===== config.mk =====
export PLATFORM = sky130hd
export DESIGN_NAME = circular_deque_flat
export DESIGN_NICKNAME = d
export VERILOG_FILES = /design/src/design/cdq_pkg.sv /design/src/design/cdq_req_if.sv /design/src/design/cdq_rsp_if.sv /design/src/design/cdq_cell.sv /design/src/design/cdq_ctrl.sv /design/src/design/circular_deque.sv /design/src/flat_wrapper.sv
export SDC_FILE = /design/constraint.sdc
export NUM_CORES = 1
export LEC_CHECK = 0
export BUFFER_PORTS_ARGS = -buffer_cell sky130_fd_sc_hd__buf_4
export CAP_MARGIN = 20
export CORE_UTILIZATION = 55
export CTS_CLUSTER_SIZE = 30
export DETAILED_ROUTE_END_ITERATION = 12
export MAX_ROUTING_LAYER = met4
export PLACE_DENSITY = 0.76
export SLEW_MARGIN = 0
export SYNTH_ARGS = -nofsm -noshare
export SYNTH_HDL_FRONTEND = slang
export SYNTH_SLANG_ARGS = --single-unit

===== constraint.sdc =====
create_clock -name i_clk -period 4.6 [get_ports i_clk]
set_clock_uncertainty 0.15 [all_clocks]
set_input_delay 1.38 -clock i_clk [delete_from_list [all_inputs] [get_ports i_clk]]
set_output_delay 1.38 -clock i_clk [all_outputs]
set_load 0.05 [all_outputs]

===== src/design/cdq_pkg.sv =====
// ----------------------------------------------------------------------------
// cdq_pkg
// Shared types and codes for the double-ended queue.
// ----------------------------------------------------------------------------
package cdq_pkg;

    localparam int DATA_W = 32;
    localparam int OCC_W  = 4;

    typedef logic signed [DATA_W-1:0] t_word;

    typedef enum logic [1:0] {
        CMD_PUSH_FRONT = 2'd0,
        CMD_PUSH_REAR  = 2'd1,
        CMD_POP_FRONT  = 2'd2,
        CMD_POP_REAR   = 2'd3
    } t_cmd;

    typedef enum logic [1:0] {
        ST_DONE  = 2'd0,
        ST_FULL  = 2'd1,
        ST_EMPTY = 2'd2
    } t_status;

    typedef struct packed {
        logic push_front;
        logic push_rear;
        logic pop_front;
    } t_cell_ctl;

endpackage


===== src/design/cdq_req_if.sv =====
// ----------------------------------------------------------------------------
// cdq_req_if
// Request channel: command and data word with valid/ready.
// ----------------------------------------------------------------------------
interface cdq_req_if;
    logic        valid;
    logic        ready;
    logic [1:0]  command;
    logic signed [31:0] data_in;

    modport source (output valid, output command, output data_in, input ready);
    modport sink   (input valid, input command, input data_in, output ready);
endinterface


===== src/design/cdq_rsp_if.sv =====
// ----------------------------------------------------------------------------
// cdq_rsp_if
// Response channel: popped word, status and occupancy with valid/ready.
// ----------------------------------------------------------------------------
interface cdq_rsp_if;
    logic        valid;
    logic        ready;
    logic signed [31:0] data_out;
    logic [1:0]  status;
    logic [3:0]  occupancy;

    modport source (output valid, output data_out, output status, output occupancy,
                    input ready);
    modport sink   (input valid, input data_out, input status, input occupancy,
                    output ready);
endinterface


===== src/design/cdq_cell.sv =====
// ----------------------------------------------------------------------------
// cdq_cell
// One queue slot. Shifts toward the rear on push front, toward the front on
// pop front, and loads the request word on push rear when it is the next
// free slot. Presents its word as the rear tap when it is the last occupied slot.
// ----------------------------------------------------------------------------
module cdq_cell #(
    parameter int CW  = 4,
    parameter int IDX = 0
) (
    input  logic               i_clk,
    input  cdq_pkg::t_cell_ctl i_ctl,
    input  logic [CW-1:0]      i_count,
    input  cdq_pkg::t_word     i_data,
    input  cdq_pkg::t_word     i_left,
    input  cdq_pkg::t_word     i_right,
    output cdq_pkg::t_word     o_word,
    output cdq_pkg::t_word     o_tap
);
    import cdq_pkg::*;

    t_word r_word;

    always_ff @(posedge i_clk) begin
        if (i_ctl.push_front) begin
            r_word <= i_left;
        end else if (i_ctl.push_rear && (i_count == CW'(IDX))) begin
            r_word <= i_data;
        end else if (i_ctl.pop_front) begin
            r_word <= i_right;
        end
    end

    assign o_word = r_word;
    assign o_tap  = (i_count == CW'(IDX + 1)) ? r_word : '0;

endmodule


===== src/design/cdq_ctrl.sv =====
// ----------------------------------------------------------------------------
// cdq_ctrl
// Fill count, full/empty checks, cell controls and the response register.
// ----------------------------------------------------------------------------
module cdq_ctrl #(
    parameter int DEPTH = 8,
    parameter int CW    = 4
) (
    input  logic                   i_clk,
    input  logic                   i_rst_n,
    input  logic                   i_valid,
    output logic                   o_ready,
    input  logic [1:0]             i_command,
    input  cdq_pkg::t_word         i_front_word,
    input  cdq_pkg::t_word         i_rear_word,
    output cdq_pkg::t_cell_ctl     o_ctl,
    output logic [CW-1:0]          o_count,
    output logic                   o_valid,
    input  logic                   i_ready,
    output cdq_pkg::t_word         o_data,
    output logic [1:0]             o_status,
    output logic [cdq_pkg::OCC_W-1:0] o_occ
);
    import cdq_pkg::*;

    logic [CW-1:0]    r_count, n_count;
    logic             r_valid, n_valid;
    t_word            r_data, n_data;
    t_status          r_status, n_status;
    logic [OCC_W-1:0] r_occ, n_occ;

    logic accept, is_push, is_full, is_empty;
    t_cmd cmd;

    assign cmd      = t_cmd'(i_command);
    assign o_ready  = !r_valid || i_ready;
    assign accept   = i_valid && o_ready;
    assign is_push  = (cmd == CMD_PUSH_FRONT) || (cmd == CMD_PUSH_REAR);
    assign is_full  = (r_count == CW'(DEPTH));
    assign is_empty = (r_count == '0);

    always_comb begin
        o_ctl    = '0;
        n_count  = r_count;
        n_valid  = r_valid && !i_ready;
        n_data   = r_data;
        n_status = r_status;
        n_occ    = r_occ;
        if (accept) begin
            n_valid  = 1'b1;
            n_data   = '0;
            n_status = ST_DONE;
            unique case (cmd) inside
                CMD_PUSH_FRONT, CMD_PUSH_REAR: begin
                    if (is_full) begin
                        n_status = ST_FULL;
                    end else begin
                        o_ctl.push_front = (cmd == CMD_PUSH_FRONT);
                        o_ctl.push_rear  = (cmd == CMD_PUSH_REAR);
                        n_count          = r_count + CW'(1);
                    end
                end
                CMD_POP_FRONT, CMD_POP_REAR: begin
                    if (is_empty) begin
                        n_status = ST_EMPTY;
                    end else begin
                        o_ctl.pop_front = (cmd == CMD_POP_FRONT);
                        n_data  = (cmd == CMD_POP_FRONT) ? i_front_word : i_rear_word;
                        n_count = r_count - CW'(1);
                    end
                end
                default: begin
                    n_status = ST_DONE;
                end
            endcase
            n_occ = OCC_W'(n_count);
        end
    end

    always_ff @(posedge i_clk) begin
        if (!i_rst_n) begin
            r_count <= '0;
            r_valid <= 1'b0;
        end else begin
            r_count <= n_count;
            r_valid <= n_valid;
        end
    end

    always_ff @(posedge i_clk) begin
        r_data   <= n_data;
        r_status <= n_status;
        r_occ    <= n_occ;
    end

    assign o_count  = r_count;
    assign o_valid  = r_valid;
    assign o_data   = r_data;
    assign o_status = r_status;
    assign o_occ    = r_occ;

    a_count_range: assert property (@(posedge i_clk) disable iff (!i_rst_n)
        r_count <= CW'(DEPTH))
        else $error("fill count above depth");

    a_full_refused: assert property (@(posedge i_clk) disable iff (!i_rst_n)
        accept && is_push && is_full |=> r_status == ST_FULL && $stable(r_count))
        else $error("push into full queue not refused");

    a_empty_refused: assert property (@(posedge i_clk) disable iff (!i_rst_n)
        accept && !is_push && is_empty |=> r_status == ST_EMPTY && r_count == '0)
        else $error("pop from empty queue not refused");

    a_refused_zero: assert property (@(posedge i_clk) disable iff (!i_rst_n)
        r_valid && r_status != ST_DONE |-> r_data == '0)
        else $error("refused request carries data");

    a_occ_match: assert property (@(posedge i_clk) disable iff (!i_rst_n)
        r_valid |-> r_occ == OCC_W'(r_count))
        else $error("reported occupancy differs from count");

endmodule


===== src/design/circular_deque.sv =====
// ----------------------------------------------------------------------------
// circular_deque
// Double-ended queue of DEPTH signed words held in a chain of slot cells,
// front word in the first cell. Push and pop at either end, with full and
// empty refusals reported in the response status.
//
//   channel  dir  fields                          handshake
//   i_req    in   command, data_in                valid/ready
//   o_rsp    out  data_out, status, occupancy     valid/ready
//
// One request per cycle while responses drain, answered the next cycle.
// The request side stays ready while the response register is empty or
// being drained, so a stalled response holds off only the next request.
// Reset clears the fill count and the response valid; slot contents are
// left as they are and are never read before written.
// ----------------------------------------------------------------------------
module circular_deque #(
    parameter int DEPTH = 8
) (
    input  logic         i_clk,
    input  logic         i_rst_n,
    cdq_req_if.sink      i_req,
    cdq_rsp_if.source    o_rsp
);
    import cdq_pkg::*;

    localparam int CW = $clog2(DEPTH + 1);

    t_cell_ctl     ctl;
    logic [CW-1:0] count;
    t_word         word  [DEPTH];
    t_word         tap   [DEPTH];
    t_word         left  [DEPTH];
    t_word         right [DEPTH];
    t_word         rear_word;
    t_word         data_out;
    logic [1:0]    status;
    logic [OCC_W-1:0] occ;

    genvar g;
    generate
        for (g = 0; g < DEPTH; g++) begin : g_cell
            if (g == 0) begin : g_first
                assign left[g] = i_req.data_in;
            end else begin : g_mid
                assign left[g] = word[g-1];
            end
            if (g == DEPTH - 1) begin : g_last
                assign right[g] = word[g];
            end else begin : g_inner
                assign right[g] = word[g+1];
            end
            cdq_cell #(
                .CW  (CW),
                .IDX (g)
            ) u_cell (
                .i_clk   (i_clk),
                .i_ctl   (ctl),
                .i_count (count),
                .i_data  (i_req.data_in),
                .i_left  (left[g]),
                .i_right (right[g]),
                .o_word  (word[g]),
                .o_tap   (tap[g])
            );
        end
    endgenerate

    // rear word: only the last occupied slot drives its tap
    always_comb begin
        rear_word = '0;
        for (int i = 0; i < DEPTH; i++) begin
            rear_word = rear_word | tap[i];
        end
    end

    cdq_ctrl #(
        .DEPTH (DEPTH),
        .CW    (CW)
    ) u_ctrl (
        .i_clk        (i_clk),
        .i_rst_n      (i_rst_n),
        .i_valid      (i_req.valid),
        .o_ready      (i_req.ready),
        .i_command    (i_req.command),
        .i_front_word (word[0]),
        .i_rear_word  (rear_word),
        .o_ctl        (ctl),
        .o_count      (count),
        .o_valid      (o_rsp.valid),
        .i_ready      (o_rsp.ready),
        .o_data       (data_out),
        .o_status     (status),
        .o_occ        (occ)
    );

    assign o_rsp.data_out  = data_out;
    assign o_rsp.status    = status;
    assign o_rsp.occupancy = occ;

endmodule


===== src/flat_wrapper.sv =====
// flat-port wrapper written by rule: the top's interface ports become plain ports
module circular_deque_flat import cdq_pkg::*;
#(
    parameter int DEPTH = 8
)
  (i_clk, i_rst_n, i_req_valid, i_req_command, i_req_data_in, i_req_ready, o_rsp_valid, o_rsp_data_out, o_rsp_status, o_rsp_occupancy, o_rsp_ready);
  cdq_req_if i_req_i ();
  cdq_rsp_if o_rsp_i ();
  input  logic i_clk;
  input  logic i_rst_n;
  input wire logic [$bits(i_req_i.valid)-1:0] i_req_valid;
  input wire logic [$bits(i_req_i.command)-1:0] i_req_command;
  input wire logic [$bits(i_req_i.data_in)-1:0] i_req_data_in;
  output wire logic [$bits(i_req_i.ready)-1:0] i_req_ready;
  output wire logic [$bits(o_rsp_i.valid)-1:0] o_rsp_valid;
  output wire logic [$bits(o_rsp_i.data_out)-1:0] o_rsp_data_out;
  output wire logic [$bits(o_rsp_i.status)-1:0] o_rsp_status;
  output wire logic [$bits(o_rsp_i.occupancy)-1:0] o_rsp_occupancy;
  input wire logic [$bits(o_rsp_i.ready)-1:0] o_rsp_ready;
  assign i_req_i.valid = i_req_valid;
  assign i_req_i.command = i_req_command;
  assign i_req_i.data_in = i_req_data_in;
  assign i_req_ready = i_req_i.ready;
  assign o_rsp_valid = o_rsp_i.valid;
  assign o_rsp_data_out = o_rsp_i.data_out;
  assign o_rsp_status = o_rsp_i.status;
  assign o_rsp_occupancy = o_rsp_i.occupancy;
  assign o_rsp_i.ready = o_rsp_ready;
  circular_deque #(.DEPTH(DEPTH)) u_core (.i_clk(i_clk), .i_rst_n(i_rst_n), .i_req(i_req_i), .o_rsp(o_rsp_i));
endmodule

==> metrics.md <==
| Metric | Value |
|---|---|
| Status | finished, violations left |
| Violated checks | DRC |
| CTS tree | yes |
| Most frequent cells in the layout | edfxtp_1, mux2_2, mux2_4 |
| First-pass GRT wire length | 67700 um |
| Async SR Flop Fraction | 0% |
| Cell Area, Synth | 17300 um^2 |
| Worst skew pair latency | 530 ps |
| Multiplexer share of the synthesized area | 33.2% |
| H-tree Lvls | 2 |
| Pin count of the biggest net entering global routing | 74 |
| CTS resizes | 0 |
| Leakage | 7.17 nW |
| Max_slew headroom | 36.0% |
| Top FF cell, synth | edfxtp_1 |
| Initial antenna violation count | 0 |
| Initial Utilization | 56.2% |
| Max layer used | met4 |
| Average vias per placed instance | 6.76 |
| Wirelength per Cell | 27.4 um |
| Peak VDD IR | 0.222 mV |
| Routed Wire Length | 45200 um |
| Ratio of cells with drive above 1 in the final layout | 51.8% |
| DRC | 8 |
| Reg2reg start | u_core.u_ctrl.o_count[1] |
| CP delay by family, top | buffers and inverters |
| Worst-margin pin slew | 959 ps |
| CP Capture Point | u_core.g_cell[0].u_cell.o_word[27] |
| Commonest non-fill, non-tap cell in the layout | edfxtp_1 |
| DR WL met3 | 3810 um |
| Placed cells | 1592 |
| DR WL met2 | 21200 um |
| Setup Fix Bufs, Post-CTS | 0 |
| Clk buf depth | 3 |
| Post-route setup TNS | 0 ps |
| Max Fclk | 269 MHz |
| Crit end category | flop |
| Max-cap violations | 0 |
| Arr. time, crit path | 3820 ps |
| N_diodes | 0 |
| Worst R2R Setup Slack | 890 ps |
| Area share of fa/ha/maj cells after synthesis | 0.362% |
| Worst path required time | 4710 ps |
| Final GP Congestion | 0.825 |
| Crit share post-route | 80.7% |
| Worst-path maximum fanout | 35 |
| Number of buffers created by CTS | 34 |
| Drt pass-1 iters | 10 |
| Non-filler cells, final | 1649 |
| Critical Path Source Type | flop |
| DR iter-0 viols | 1434 |
| Critical path buffer and inverter count | 3 |
| Critical-path cell list | inv_1 -> ha_2 -> and3b_2 -> buf_4 -> a211o_2 -> buf_12 -> mux2_2 |
| Post-synth cell types | 52 |
| Reg clk slew, reported paths | 60 ps |
| Simple-gate portion of the synthesized area | 3.41% |
| Largest family of logic cells by synthesized area | multiplexers |
| Worst min-delay path class | flop to flop |
| P&R area growth vs syn | 12.2% |
| GRT overflow | 0 |
| Gr usage total | 29.3% |
| Crit path launch | u_core.u_ctrl.o_count[1] |
| Crit path depth | 7 |
| Met1 WL | 18700 um |
| Total power draw | 0.00747 W |
| Clock sinks | 299 |
| Sequential element share of the synthesized area | 51.6% |
| # setup viols final | 0 |
| Final hold vios | 0 |
| Reg2reg end | u_core.g_cell[0].u_cell.o_word[27] |
| Post-CTS Hold Buffers | 0 |
| Synth Area in XOR/XNOR | 0.203% |
| CORE AREA | 30700 um^2 |
| Slowest library cell on the worst path | ha_2 |
| Synthesized flop and latch total | 299 |
| Vias in the first global route | 10938 |
| Syn Inst Count | 1162 |
| Rows | 64 |
| EDFF count, synth | 294 |
| Crit-path max cell delay | 790 ps |
| Post-synthesis compound-gate area fraction | 7.69% |
| PwrDens | 385 nW/um^2 |
| Average cell area after synthesis | 14.9 um^2 |
| R2r worst-path depth | 7 |
| Chip width | 179 um |
| Post-route ant nets | 0 |
| Count of final max-slew check failures | 0 |
| Total number of vias | 11144 |
| Syn. warnings | 0 |
| Syn_nets | 1205 |
| IO Pins | 78 |
| Die area | 32200 um^2 |
| Root Driver | clkbuf_16 |
| Final net count | 1275 |
| Port-buffer cells | 77 |
| Die H | 179 um |
| Type of the worst setup path | flop to flop |
| Detail Placement HPWL | 26800 um |
| Unrepaired setup endpoints after global routing | false |
| Min Tclk post-route | 3710 ps |
[layout make-up]
class	count	area, um^2
fillers	2251	11300
flip-flops and latches	299	8930
multi-input cells	760	7860
repair buffers	130	1100
clock buffers	44	910
well taps	396	495
clock inverters	13	86.3
inverters	7	26.3
[worst min-delay path, stage by stage, from the launching register on]
cell and delay [ps]:
edfxtp_1 340, nand2_1 50, o21ai_0 70
[metrics by stage]
| stage | setup WS [ps] | hold WS (ps) | util [%] | instance area, um^2 |
|---|---|---|---|---|
| floorplan | 408 | 368 | - | 17300 |
| global placement | 741 | 392 | 59.9 | 18400 |
| detailed placement | 748 | 390 | 59.9 | 18400 |
| CTS | 909 | 409 | 63.1 | 19400 |
| global route | 803 | 418 | 63.1 | 19400 |
| finish | 886 | 409 | 63.1 | 19400 |
[logic make-up (layout without fill, tap and decap cells)]
family,count (synthesis),in the layout
AO/OA/AOI/OAI,179,179
AND/OR/NAND/NOR,114,114
flip-flops,299,299
adder cells (fa/ha/maj),5,5
multiplexers,458,458
XOR/XNOR,4,4
buffers and inverters,103,194
[worst min path at each step]
stage	depth (start not counted)	slack (ps)	from	endpoint
floorplan	2	370	u_core.g_cell[0].u_cell.o_word[31]	u_core.u_ctrl.o_data[31]
global placement	2	390	u_core.g_cell[0].u_cell.o_word[30]	u_core.u_ctrl.o_data[30]
finish	2	410	u_core.g_cell[0].u_cell.o_word[21]	u_core.u_ctrl.o_data[21]
global route	2	420	u_core.g_cell[0].u_cell.o_word[28]	u_core.u_ctrl.o_data[28]
detailed placement	2	390	u_core.g_cell[0].u_cell.o_word[21]	u_core.u_ctrl.o_data[21]
CTS	2	410	u_core.g_cell[0].u_cell.o_word[21]	u_core.u_ctrl.o_data[21]
[flip-flops by register name, summed over array words and instances (netlist names)]
name                         count
u_core.u_ctrl.o_count            4
u_core.u_ctrl.o_valid            1
u_core.u_ctrl.o_occ              4
u_core.g_cell.u_cell.o_word    256
u_core.u_ctrl.o_status           2
u_core.u_ctrl.o_data            32
[where the power goes]
part | switching, W | internal, W
Sequential | 0.000161 | 0.00330
Clock | 0.00110 | 0.00140
Combinational | 0.000873 | 0.000640
Total | 0.00214 | 0.00533
[synth_stat cells, types with 6 or more instances]
library cell	n	share of area, %
a211oi_1	20	0.87
a21oi_1	18	0.52
a221oi_1	27	1.4
a222oi_1	19	1.1
a22o_1	13	0.66
a22oi_1	20	0.87
buf_1	12	0.26
buf_2	26	0.75
buf_4	9	0.39
buf_6	20	1.3
clkbuf_1	29	0.63
edfxtp_1	294	51
inv_1	6	0.13
mux2_2	288	19
mux2_4	160	14
mux2i_1	10	0.58
nand2_1	47	1.0
nand2b_1	9	0.33
nor2_1	18	0.39
nor3_1	12	0.35
o21ai_0	35	1.0
o22ai_1	6	0.22
[routing by layer]
layer,track usage (%),vias up
met4,11.5,0
met5,-,-
met3,4.33,115
met2,44.7,591
met1,39.4,5676
li1,-,4762
No activity file was read; power rests on OpenSTA's default activity.
